===== config.mk =====
export PLATFORM = sky130hd
export DESIGN_NAME = regulator_voltage_code_codec_unit
export DESIGN_NICKNAME = d
export VERILOG_FILES = /design/src/rtl/core/rvc_pkg.sv /design/src/rtl/core/rvc_front.sv /design/src/rtl/core/rvc_mul.sv /design/src/rtl/core/rvc_back.sv /design/src/rtl/core/regulator_voltage_code_codec_unit.sv
export SDC_FILE = /design/constraint.sdc
export NUM_CORES = 1
export LEC_CHECK = 0
export BUFFER_PORTS_ARGS = -buffer_cell sky130_fd_sc_hd__buf_2
export CORE_ASPECT_RATIO = 1.2
export CORE_MARGIN = 5
export CORE_UTILIZATION = 50
export CTS_BUF_LIST = sky130_fd_sc_hd__clkbuf_16
export DETAILED_ROUTE_END_ITERATION = 16
export PLACE_DENSITY = 0.69
export REMOVE_ABC_BUFFERS = 1
export SLEW_MARGIN = 20
export SYNTH_ARGS = -nofsm -noshare
export SYNTH_HDL_FRONTEND = slang
export SYNTH_SLANG_ARGS = --single-unit

===== constraint.sdc =====
create_clock -name clk -period 5.4 [get_ports clk]
set_clock_uncertainty 0.15 [all_clocks]
set_input_delay 0 -clock clk [delete_from_list [all_inputs] [get_ports clk]]
set_output_delay 0 -clock clk [all_outputs]
set_load 0.01 [all_outputs]

===== src/rtl/core/rvc_pkg.sv =====
package rvc_pkg;

  // Supplies and table layout
  localparam int NUM_SUPPLIES = 14;
  localparam int SUP_W        = 4;

  // Command codes
  localparam logic CMD_ENCODE = 1'b0;
  localparam logic CMD_DECODE = 1'b1;

  // Result status codes
  typedef enum logic [1:0] {
    ST_OK       = 2'd0,
    ST_RANGE    = 2'd1,
    ST_DISABLED = 2'd2
  } rvc_status_e;

  // Reciprocals for division by a step: q = (x * RCP) >> RCP_SHIFT, exact for x < 4096
  localparam int RCP_SHIFT = 24;
  localparam int RCP_W     = 21;
  localparam logic [RCP_W-1:0] RCP_0   = '0;
  localparam logic [RCP_W-1:0] RCP_10  = RCP_W'(((1 << RCP_SHIFT) + 10 - 1) / 10);
  localparam logic [RCP_W-1:0] RCP_20  = RCP_W'(((1 << RCP_SHIFT) + 20 - 1) / 20);
  localparam logic [RCP_W-1:0] RCP_50  = RCP_W'(((1 << RCP_SHIFT) + 50 - 1) / 50);
  localparam logic [RCP_W-1:0] RCP_100 = RCP_W'(((1 << RCP_SHIFT) + 100 - 1) / 100);
  localparam logic [RCP_W-1:0] RCP_560 = RCP_W'(((1 << RCP_SHIFT) + 560 - 1) / 560);

  // One supply's segment row; a step of zero marks an absent segment
  typedef struct packed {
    logic [6:0]       mask;
    logic [11:0]      min1;
    logic [11:0]      max1;
    logic [9:0]       step1;
    logic [RCP_W-1:0] rcp1;
    logic [6:0]       n1;
    logic [11:0]      min2;
    logic [11:0]      max2;
    logic [9:0]       step2;
    logic [RCP_W-1:0] rcp2;
    logic [6:0]       n2;
    logic [11:0]      min3;
    logic [11:0]      max3;
    logic [9:0]       step3;
    logic [RCP_W-1:0] rcp3;
  } rvc_row_t;

  // Order: mask, min1, max1, step1, rcp1, n1, min2, max2, step2, rcp2, n2,
  //        min3, max3, step3, rcp3
  localparam rvc_row_t ROW_TABLE [NUM_SUPPLIES] = '{
    '{7'h1f, 12'd1500, 12'd3400, 10'd100, RCP_100, 7'((3400 - 1500) / 100),
      12'd0, 12'd0, 10'd0, RCP_0, 7'd0, 12'd0, 12'd0, 10'd0, RCP_0},
    '{7'h7f, 12'd500, 12'd1200, 10'd10, RCP_10, 7'((1200 - 500) / 10),
      12'd1220, 12'd1540, 10'd20, RCP_20, 7'((1540 - 1220) / 20),
      12'd0, 12'd0, 10'd0, RCP_0},
    '{7'h7f, 12'd500, 12'd1200, 10'd10, RCP_10, 7'((1200 - 500) / 10),
      12'd1220, 12'd1540, 10'd20, RCP_20, 7'((1540 - 1220) / 20),
      12'd1600, 12'd3400, 10'd100, RCP_100},
    '{7'h7f, 12'd500, 12'd1200, 10'd10, RCP_10, 7'((1200 - 500) / 10),
      12'd1220, 12'd1840, 10'd20, RCP_20, 7'((1840 - 1220) / 20),
      12'd0, 12'd0, 10'd0, RCP_0},
    '{7'h3f, 12'd1400, 12'd3700, 10'd100, RCP_100, 7'((3700 - 1400) / 100),
      12'd0, 12'd0, 10'd0, RCP_0, 7'd0, 12'd0, 12'd0, 10'd0, RCP_0},
    '{7'h3f, 12'd500, 12'd3500, 10'd100, RCP_100, 7'((3500 - 500) / 100),
      12'd0, 12'd0, 10'd0, RCP_0, 7'd0, 12'd0, 12'd0, 10'd0, RCP_0},
    '{7'h3f, 12'd500, 12'd3500, 10'd100, RCP_100, 7'((3500 - 500) / 100),
      12'd0, 12'd0, 10'd0, RCP_0, 7'd0, 12'd0, 12'd0, 10'd0, RCP_0},
    '{7'h3f, 12'd500, 12'd3500, 10'd100, RCP_100, 7'((3500 - 500) / 100),
      12'd0, 12'd0, 10'd0, RCP_0, 7'd0, 12'd0, 12'd0, 10'd0, RCP_0},
    '{7'h3f, 12'd500, 12'd3500, 10'd100, RCP_100, 7'((3500 - 500) / 100),
      12'd0, 12'd0, 10'd0, RCP_0, 7'd0, 12'd0, 12'd0, 10'd0, RCP_0},
    '{7'h3f, 12'd500, 12'd3500, 10'd100, RCP_100, 7'((3500 - 500) / 100),
      12'd0, 12'd0, 10'd0, RCP_0, 7'd0, 12'd0, 12'd0, 10'd0, RCP_0},
    '{7'h3f, 12'd500, 12'd3500, 10'd100, RCP_100, 7'((3500 - 500) / 100),
      12'd0, 12'd0, 10'd0, RCP_0, 7'd0, 12'd0, 12'd0, 10'd0, RCP_0},
    '{7'h3f, 12'd500, 12'd3400, 10'd100, RCP_100, 7'((3400 - 500) / 100),
      12'd0, 12'd0, 10'd0, RCP_0, 7'd0, 12'd0, 12'd0, 10'd0, RCP_0},
    '{7'h3f, 12'd500, 12'd1400, 10'd560, RCP_560, 7'((1400 - 500) / 560),
      12'd0, 12'd0, 10'd0, RCP_0, 7'd0, 12'd0, 12'd0, 10'd0, RCP_0},
    '{7'h3f, 12'd500, 12'd1400, 10'd50, RCP_50, 7'((1400 - 500) / 50),
      12'd0, 12'd0, 10'd0, RCP_0, 7'd0, 12'd0, 12'd0, 10'd0, RCP_0}
  };

  localparam int PROD_W = 12 + RCP_W;

  // Beat after segment selection: multiplier operands plus what finishing needs
  typedef struct packed {
    logic              valid;
    logic              dec;
    rvc_status_e       status;
    logic              write;
    logic              chk;
    logic [6:0]        mask;
    logic [11:0]       offset;
    logic [11:0]       limit;
    logic [11:0]       mul_a;
    logic [RCP_W-1:0]  mul_b;
  } rvc_op_t;

  // Beat after the multiplier
  typedef struct packed {
    logic              valid;
    logic              dec;
    rvc_status_e       status;
    logic              write;
    logic              chk;
    logic [6:0]        mask;
    logic [11:0]       offset;
    logic [11:0]       limit;
    logic [PROD_W-1:0] prod;
  } rvc_prod_t;

endpackage


===== src/rtl/core/rvc_front.sv =====
module rvc_front
  import rvc_pkg::*;
(
  input  logic             clk,
  input  logic             rst_n,
  input  logic             accept,
  input  logic             in_cmd,
  input  logic [SUP_W-1:0] in_supply,
  input  logic [11:0]      in_voltage_mv,
  input  logic [6:0]       in_code_in,
  input  logic             in_enable_in,
  output rvc_op_t          op
);

  rvc_op_t  op_r;
  rvc_op_t  op_nxt;
  rvc_row_t row;
  logic     known;
  logic     seg1_hit;
  logic     seg2_hit;
  logic     seg3_hit;
  logic [6:0] c;
  logic [6:0] c2;
  logic [6:0] c3;

  // Look up the supply's row; unknown supplies are rejected below
  assign known = int'(in_supply) < NUM_SUPPLIES;
  assign row   = known ? ROW_TABLE[in_supply] : ROW_TABLE[0];

  // Encode segment hits
  assign seg1_hit = (in_voltage_mv >= row.min1) && (in_voltage_mv <= row.max1);
  assign seg2_hit = (row.step2 != '0) && (in_voltage_mv >= row.min2)
                    && (in_voltage_mv <= row.max2);
  assign seg3_hit = (row.step2 != '0) && (row.step3 != '0)
                    && (in_voltage_mv >= row.min3) && (in_voltage_mv <= row.max3);

  // Decode code positions within segments two and three
  assign c  = in_code_in & row.mask;
  assign c2 = c - row.n1;
  assign c3 = c2 - row.n2 - 7'd2;

  // Pick the segment and set up the multiplier operands
  always_comb begin
    op_nxt        = '0;
    op_nxt.valid  = accept;
    op_nxt.dec    = (in_cmd == CMD_DECODE);
    op_nxt.status = ST_OK;
    op_nxt.mask   = row.mask;
    if (!known) begin
      op_nxt.status = ST_RANGE;
    end else if (in_cmd == CMD_ENCODE) begin
      priority if (in_voltage_mv == '0) begin
        op_nxt.status = ST_OK;
      end else if (seg1_hit) begin
        op_nxt.write  = 1'b1;
        op_nxt.mul_a  = in_voltage_mv - row.min1;
        op_nxt.mul_b  = row.rcp1;
        op_nxt.offset = '0;
      end else if (seg2_hit) begin
        op_nxt.write  = 1'b1;
        op_nxt.mul_a  = in_voltage_mv - row.min2;
        op_nxt.mul_b  = row.rcp2;
        op_nxt.offset = {5'd0, 7'(row.n1 + 7'd1)};
      end else if (seg3_hit) begin
        op_nxt.write  = 1'b1;
        op_nxt.mul_a  = in_voltage_mv - row.min3;
        op_nxt.mul_b  = row.rcp3;
        op_nxt.offset = {5'd0, 7'(row.n1 + row.n2 + 7'd2)};
      end else begin
        op_nxt.status = ST_RANGE;
      end
    end else begin
      priority if (!in_enable_in) begin
        op_nxt.status = ST_DISABLED;
      end else if (c <= row.n1) begin
        op_nxt.mul_a  = {5'd0, c};
        op_nxt.mul_b  = {{(RCP_W-10){1'b0}}, row.step1};
        op_nxt.offset = row.min1;
      end else if (row.step2 == '0) begin
        op_nxt.status = ST_RANGE;
      end else if ({1'b0, c2} > ({1'b0, row.n2} + 8'd1)) begin
        if (row.step3 == '0) begin
          op_nxt.status = ST_RANGE;
        end else begin
          op_nxt.chk    = 1'b1;
          op_nxt.mul_a  = {5'd0, c3};
          op_nxt.mul_b  = {{(RCP_W-10){1'b0}}, row.step3};
          op_nxt.offset = row.min3;
          op_nxt.limit  = row.max3;
        end
      end else begin
        op_nxt.mul_a  = {5'd0, 7'(c2 - 7'd1)};
        op_nxt.mul_b  = {{(RCP_W-10){1'b0}}, row.step2};
        op_nxt.offset = row.min2;
      end
    end
  end

  // Stage register; only the valid bit is cleared
  always_ff @(posedge clk) begin
    if (!rst_n) begin
      op_r.valid <= 1'b0;
    end else begin
      op_r <= op_nxt;
    end
  end

  assign op = op_r;

endmodule


===== src/rtl/core/rvc_mul.sv =====
module rvc_mul
  import rvc_pkg::*;
(
  input  logic      clk,
  input  logic      rst_n,
  input  rvc_op_t   op,
  output rvc_prod_t pr
);

  rvc_prod_t pr_r;
  rvc_prod_t pr_nxt;

  // Shared multiplier: quotient estimate for encode, step offset for decode
  always_comb begin
    pr_nxt.valid  = op.valid;
    pr_nxt.dec    = op.dec;
    pr_nxt.status = op.status;
    pr_nxt.write  = op.write;
    pr_nxt.chk    = op.chk;
    pr_nxt.mask   = op.mask;
    pr_nxt.offset = op.offset;
    pr_nxt.limit  = op.limit;
    pr_nxt.prod   = PROD_W'(op.mul_a) * PROD_W'(op.mul_b);
  end

  // Stage register
  always_ff @(posedge clk) begin
    if (!rst_n) begin
      pr_r.valid <= 1'b0;
    end else begin
      pr_r <= pr_nxt;
    end
  end

  assign pr = pr_r;

endmodule


===== src/rtl/core/rvc_back.sv =====
module rvc_back
  import rvc_pkg::*;
(
  input  logic        clk,
  input  logic        rst_n,
  input  rvc_prod_t   pr,
  output logic        out_valid,
  output logic [6:0]  out_code_out,
  output logic        out_code_write,
  output logic        out_enable_out,
  output logic [11:0] out_voltage_out,
  output logic [1:0]  out_status
);

  logic        valid_r;
  logic [6:0]  code_r;
  logic        write_r;
  logic        enable_r;
  logic [11:0] voltage_r;
  rvc_status_e status_r;

  logic [6:0]  code_nxt;
  logic        write_nxt;
  logic        enable_nxt;
  logic [11:0] voltage_nxt;
  rvc_status_e status_nxt;
  logic [17:0] val;
  logic [6:0]  code_sum;

  // Finish: add the segment base or minimum to the product
  assign code_sum = pr.offset[6:0] + pr.prod[RCP_SHIFT +: 7];
  assign val      = {6'd0, pr.offset} + pr.prod[17:0];

  always_comb begin
    code_nxt    = '0;
    write_nxt   = 1'b0;
    enable_nxt  = 1'b0;
    voltage_nxt = '0;
    status_nxt  = pr.status;
    if (!pr.dec) begin
      if (pr.write) begin
        code_nxt   = code_sum & pr.mask;
        write_nxt  = 1'b1;
        enable_nxt = 1'b1;
      end
    end else if (pr.status == ST_OK) begin
      if (pr.chk && (val > {6'd0, pr.limit})) begin
        status_nxt = ST_RANGE;
      end else begin
        voltage_nxt = val[11:0];
      end
    end
  end

  // Output register: strobe for one cycle per beat
  always_ff @(posedge clk) begin
    if (!rst_n) begin
      valid_r <= 1'b0;
    end else begin
      valid_r <= pr.valid;
    end
  end

  always_ff @(posedge clk) begin
    code_r    <= code_nxt;
    write_r   <= write_nxt;
    enable_r  <= enable_nxt;
    voltage_r <= voltage_nxt;
    status_r  <= status_nxt;
  end

  assign out_valid       = valid_r;
  assign out_code_out    = code_r;
  assign out_code_write  = write_r;
  assign out_enable_out  = enable_r;
  assign out_voltage_out = voltage_r;
  assign out_status      = status_r;

endmodule


===== src/rtl/core/regulator_voltage_code_codec_unit.sv =====
// Regulator voltage code converter, 14 supplies, piecewise linear segments.
// Input: pulse start with in_cmd, in_supply, in_voltage_mv, in_code_in and
// in_enable_in; a command is taken at a clock edge where start is high and
// busy is low. busy is always low: a command may be issued every cycle.
// Encode (in_cmd 0) turns a millivolt target into a register code plus an
// enable bit; decode (in_cmd 1) turns a masked code back into millivolts.
// Output: out_valid is high for exactly one cycle per command, with
// out_code_out, out_code_write, out_enable_out, out_voltage_out, out_status.
// Results come back in command order.
// Throughput is one command per cycle. The stages are segment select, one
// shared 12x21 multiplier (reciprocal divide for encode, step scaling for
// decode), and the final add and range check feeding the output register.
// The receiver cannot hold results off; every result is shown once.
// Reset (rst_n low, synchronous) clears all valid bits and drops any
// commands in flight; there is no other state.
module regulator_voltage_code_codec_unit
  import rvc_pkg::*;
(
  input  logic             clk,
  input  logic             rst_n,
  input  logic             start,
  output logic             busy,
  input  logic             in_cmd,
  input  logic [SUP_W-1:0] in_supply,
  input  logic [11:0]      in_voltage_mv,
  input  logic [6:0]       in_code_in,
  input  logic             in_enable_in,
  output logic             out_valid,
  output logic [6:0]       out_code_out,
  output logic             out_code_write,
  output logic             out_enable_out,
  output logic [11:0]      out_voltage_out,
  output logic [1:0]       out_status
);

  rvc_op_t   op;
  rvc_prod_t pr;
  logic      accept;

  // Pipeline always advances, so never push back
  assign busy   = 1'b0;
  assign accept = start & ~busy;

  rvc_front u_front (
    .clk           (clk),
    .rst_n         (rst_n),
    .accept        (accept),
    .in_cmd        (in_cmd),
    .in_supply     (in_supply),
    .in_voltage_mv (in_voltage_mv),
    .in_code_in    (in_code_in),
    .in_enable_in  (in_enable_in),
    .op            (op)
  );

  rvc_mul u_mul (
    .clk   (clk),
    .rst_n (rst_n),
    .op    (op),
    .pr    (pr)
  );

  rvc_back u_back (
    .clk             (clk),
    .rst_n           (rst_n),
    .pr              (pr),
    .out_valid       (out_valid),
    .out_code_out    (out_code_out),
    .out_code_write  (out_code_write),
    .out_enable_out  (out_enable_out),
    .out_voltage_out (out_voltage_out),
    .out_status      (out_status)
  );

endmodule


# Word-level counts from Yosys, hierarchy flattened
# Memory sizes are Yosys's and may differ from the RTL's.
# Cells that the tools add are included.
[classes]
add_sub_neg = 13
mul = 1
order_cmp = 11
mux = 40
n_bitwise = 10
n_reduce_logical = 18
[op_table]
columns = ["cell", "count"]
rows = [
  ["186-bit 2-to-1 mux", 3],
  ["33-bit 2-to-1 mux", 7],
  ["57-bit 2-to-1 mux", 3],
  ["12-bit 2-to-1 mux", 8],
  ["12-bit greater-or-equal comparator", 3],
  ["12-bit less-or-equal comparator", 3],
  ["12-bit subtractor", 3],
  ["12-bit by 21-bit multiplier with 31-bit output", 1],
  ["2-bit 2-to-1 mux", 11],
  ["10-bit logical NOT", 2],
  ["10-bit nonzero test", 2],
  ["12-bit by 18-bit adder with 18-bit output", 1],
  ["18-bit by 12-bit greater-than comparator with 1-bit output", 1],
  ["7-bit adder", 2],
  ["7-bit bitwise AND", 2],
  ["7-bit subtractor", 2],
  ["12-bit logical NOT", 1],
  ["7-bit by 1-bit adder with 8-bit output, second input constant", 1],
  ["7-bit by 8-bit greater-than comparator with 1-bit output", 1],
  ["7-bit by 1-bit adder with 7-bit output, second input constant", 1],
  ["7-bit by 2-bit adder with 7-bit output, second input constant", 1],
  ["7-bit less-or-equal comparator", 1],
  ["1-bit logical AND", 7],
  ["1-bit 2-to-1 mux", 7],
  ["12 further kinds", 19],
]
[totals]
regBits = 161
romBits = 2976
in_bits = 28
output_inout_bits = 25
elab_cells = 118
n_memories = 1
[mem_list]
columns = ["name", "words", "width", "read_ports", "rd_ports_with_merged_regs", "wr", "line_no", "rtl"]
rows = [
  ["(no name shown)", 16, 186, 1, 0, 0, "rvc_front.sv:28", "assign row = known ? ROW_TABLE[in_supply] : ROW_TABLE[0];"],
]

# Depth between registers and ports, before layout
[depth]
depth_word = 15
ltp_mapped = 22
ltp_nobuf = 21

# Modules after synthesis
# From an unflattened synthesis, not the netlist that was laid out.
[hier_totals]
hier_cells = 1843
area_unflattened_um2 = 17187.7
[modules_own_cells]
columns = ["mod", "n_inst", "cells_per_inst", "area_per_inst_um2", "seq_area_each_um2"]
rows = [
  ["rvc_mul", 1, 1021, 9999.6, 2092.0],
  ["rvc_front", 1, 578, 5122.4, 1551.5],
  ["rvc_back", 1, 242, 2054.5, 460.4],
  ["regulator_voltage_code_codec_unit", 1, 2, 11.3, 0.0],
]

# Least setup slack after synthesis
# Ideal clock, no wire load.
[synth_path]
kind = "reg2reg"
from = "register u_front.op_r, in the netlist u_front.op[32]"
to = "register u_mul.pr_r, in the netlist u_mul.pr[30], data pin"
setup_time_ns = 0.260
t_arrival_ns = 5.326
required_time_ns = 4.990
setup_slack_ns = -0.336
stages_incl_launch_ff = 21
path_buffers = 2
period_less_slack_ns = 5.736
cell_sequence = "edfxtp_1 clkbuf_1 clkbuf_1 nand2_1 fa_1 fa_1 inv_1 fa_1 fa_1 inv_1 fa_1 inv_1 ha_1 a211oi_1 o21ai_0 a31o_2 a21o_1 a311o_1 a31o_2 a21oi_1 xnor2_1"
[synth_lines]
columns = ["element", "line_no", "rtl"]
rows = [
  ["from (decl)", "rvc_front.sv:15", "rvc_op_t op_r;"],
  ["from (signal assigned)", "rvc_front.sv:104", "op_r <= op_nxt;"],
  ["to (signal assigned)", "rvc_mul.sv:31", "pr_r <= pr_nxt;"],
  ["to (decl)", "rvc_mul.sv:10", "rvc_prod_t pr_r;"],
]

==> run_summary.xml <==
<?xml version="1.0" encoding="UTF-8"?>
<metrics>
  <group name="placed_design">
    <metric name="dp_hpwl" unit="um">33400</metric>
    <metric name="gp_routability_congestion" unit="">0.970</metric>
    <metric name="buffers_added_on_ports" unit="">51</metric>
  </group>
  <group name="cts">
    <metric name="numCtsBuffers" unit="">17</metric>
    <metric name="cts_tree" unit="">yes</metric>
    <metric name="cts_sinks" unit="">119</metric>
    <metric name="total_number_of_h_tree_levels" unit="">4</metric>
    <metric name="clk_root_buffer_cell" unit="">clkbuf_16</metric>
    <metric name="maximum_buffer_depth_of_the_clock_tree" unit="">2</metric>
    <metric name="clkTransAtPathRegs" unit="ps">70</metric>
    <metric name="clock_latency" unit="ps">420</metric>
  </group>
  <group name="synthesis">
    <metric name="synth_common_cells" unit="">inv_1 (303), nand2_1 (249), fa_1 (195)</metric>
    <metric name="postSynthAreaPerCell" unit="sq um">9.05</metric>
    <metric name="synth_area" unit="sq um">15800</metric>
    <metric name="yosysMostFrequentCell" unit="">inv_1</metric>
    <metric name="syn_inst" unit="">1745</metric>
    <metric name="yosys_register_bits" unit="">119</metric>
    <metric name="synth.lib_cells_used.distinct" unit="">92</metric>
    <metric name="asyncSetResetFlopFracSynth" unit="%">0</metric>
    <metric name="ys_top_cells_by_area" unit="">fa_1 (25%), edfxtp_1 (18%), ha_1 (12%), inv_1 (7.2%), nand2_1 (5.9%)</metric>
    <metric name="synth-edff-count" unit="">94</metric>
    <metric name="synth_top_cell_area_share" unit="%">24.7</metric>
    <metric name="synth_sequential_area_ratio" unit="%">21.1</metric>
    <metric name="synth_top_cell_by_area" unit="">fa_1</metric>
    <metric name="yosys_synthesis_warning_count" unit="">0</metric>
    <metric name="ys.flop_type" unit="">edfxtp_1</metric>
  </group>
  <group name="global_routing">
    <metric name="grt_use_total" unit="%">25.0</metric>
    <metric name="number_of_global_route_vias_before_repair" unit="">13800</metric>
    <metric name="antenna_found_initial" unit="">0</metric>
    <metric name="grt_first_pass_wirelength" unit="um">70100</metric>
    <metric name="maximum_number_of_pins_on_one_net_before_global_route_repair" unit="">69</metric>
    <metric name="grt.overflow.total" unit="">0</metric>
  </group>
  <group name="finish">
    <metric name="diodes" unit="">0</metric>
    <metric name="syn_to_final_growth" unit="%">19.3</metric>
    <metric name="layout-drive-gt1-share" unit="%">19.1</metric>
    <metric name="post-route-util" unit="%">60.2</metric>
    <metric name="num-nets-final" unit="">2276</metric>
  </group>
  <group name="route">
    <metric name="vias_per_cell" unit="">5.62</metric>
    <metric name="dr_wl_met2" unit="um">22500</metric>
    <metric name="drc_errors" unit="">0</metric>
    <metric name="wirelength" unit="um">42900</metric>
    <metric name="routedLengthMet1" unit="um">16100</metric>
    <metric name="drt_first_iter_violations" unit="">827</metric>
    <metric name="wl_per_cell" unit="um">18.5</metric>
    <metric name="wl_met3" unit="um">1980</metric>
    <metric name="route.antenna.remaining_nets" unit="">0</metric>
    <metric name="first_pass_iters" unit="">5</metric>
    <metric name="maxUsedRoutingLayer" unit="">met4</metric>
    <metric name="vias" unit="">13000</metric>
  </group>
  <group name="timing">
    <metric name="rsz0062_at_grt" unit="">true</metric>
    <metric name="min_period" unit="ps">5660</metric>
    <metric name="setup_ws" unit="ps">-258</metric>
    <metric name="layout_worst_path_cycle_share" unit="%">105</metric>
    <metric name="worst_slew_margin_rel" unit="%">40.1</metric>
    <metric name="finalSetupViolations" unit="">6</metric>
    <metric name="tns" unit="ps">-744</metric>
    <metric name="worstMarginPinSlew" unit="ps">898</metric>
    <metric name="fmaxAchievable" unit="GHz">0.177</metric>
    <metric name="final-hold-violation-count" unit="">0</metric>
    <metric name="final-max-slew-violation-count" unit="">0</metric>
  </group>
  <group name="status">
    <metric name="violations" unit="">negative setup slack</metric>
    <metric name="result_of_the_run" unit="">finished with violations</metric>
  </group>
  <group name="hold_path">
    <metric name="worstHoldPathType" unit="">in -&gt; reg</metric>
  </group>
  <group name="critical_path">
    <metric name="cp.required" unit="ps">5400</metric>
    <metric name="setup.worst_path.start_class" unit="">flip-flop</metric>
    <metric name="criticalPathCategory" unit="">reg -&gt; reg</metric>
    <metric name="arrival_time_at_the_worst_endpoint" unit="ps">5660</metric>
    <metric name="critical_path_peak_fanout" unit="">5</metric>
    <metric name="cp-end-kind" unit="">flip-flop</metric>
  </group>
  <group name="floorplanning">
    <metric name="initial_core_util" unit="%">50.5</metric>
    <metric name="rows" unit="">71</metric>
    <metric name="die_width" unit="um">172</metric>
    <metric name="design.die.area" unit="sq um">35200</metric>
    <metric name="die_h" unit="um">205</metric>
    <metric name="core_region_area" unit="sq um">31300</metric>
    <metric name="top_level_ports" unit="">53</metric>
  </group>
  <group name="run">
    <metric name="max-cap-violations" unit="">0</metric>
  </group>
</metrics>
placed cells by master (no fill, tap or decap), types with 41 or more instances in the layout:
master / synthesis / final
inv_1: 303 / 284
nand2_1: 249 / 237
fa_1: 195 / 181
ha_1: 152 / 132
buf_4: 5 / 115
edfxtp_1: 94 / 94
and2_1: 87 / 78
nor2_1: 68 / 67
a21oi_1: 66 / 59
buf_2: 7 / 50
xnor2_1: 47 / 46
o21ai_0: 47 / 41
critical path, stage by stage, from the launching register on:
cell      delay (ps)
edfxtp_1         520
buf_6            190
and2_4           150
fa_1             570
fa_1             450
fa_1             520
fa_1             520
inv_2             40
fa_1             550
inv_2             50
ha_4             210
buf_6            120
a211oi_2         240
o21ai_1           90
o211ai_1         180
a41oi_2          230
a211o_1          330
a21oi_2          190
xnor2_1          100
through the flow:
stage,hold slack (ps),area [sq um],setup slack (ps),cells
3_3_place_gp,56.5,17200,-393,2233
2_1_floorplan,-51.1,15400,-362,1667
5_1_grt,26.2,18800,-418,2315
3_5_place_dp,66.0,17200,-459,2233
4_1_cts,1.43,18700,-183,2311
6_report,22.7,18800,-258,2315
registers in the layout (all words and copies together) (netlist names):
signal,flops
u_back.out_code_out,7
u_back.out_code_write,1
u_back.out_status,2
u_back.out_valid,1
u_back.out_voltage_out,12
u_front.op,52
u_mul.pr,44
path summary, 6_finish.rpt:
check,startpoint,endpoint,slack [ps],cells past startpoint
max,u_front.op[30],u_mul.pr[29],-260,18
min,in_supply[1],u_front.op[15],20,3
max reg2reg,u_front.op[30],u_mul.pr[29],-260,18
min reg2reg,u_mul.pr[67],u_back.out_status[1],260,0
metal layers:
metal,vias up,GRT usage (%)
met4,0,10.7
met5,-,0
li1,6033,-
met1,6394,29.5
met3,151,2.88
met2,439,45.7
timing repair:
item                       4_1_cts  5_1_grt
pin swaps                       99       36
hold endpoints to repair        40        0
gates cloned                     3        0
setup endpoints to repair        9       11
hold buffers                    13        0
buffers inserted                31        5
resized for setup              115       33
cell type report:
cell class / count / area [sq um]
Timing Repair Buffer: 215 / 1790
Clock buffer: 17 / 425
Multi-Input combinational cell: 1244 / 11500
Tap cell: 401 / 502
Sequential cell: 119 / 3320
Clock inverter: 15 / 153
Fill cell: 2620 / 12400
Inverter: 304 / 1140
logic make-up after synthesis:
group / after synthesis / synth area share [%]
mux: 5 / 0.325
buf+inv: 382 / 9.36
fa+ha+maj: 347 / 36.8
compound gates: 260 / 11.2
simple gates: 566 / 17.6
xor+xnor: 65 / 3.65
flops: 119 / 21.1
other cells: 1 / 0.0238
Power is not shown: default switching activity piles up to over one toggle a cycle in this logic, so the estimate is an artifact.
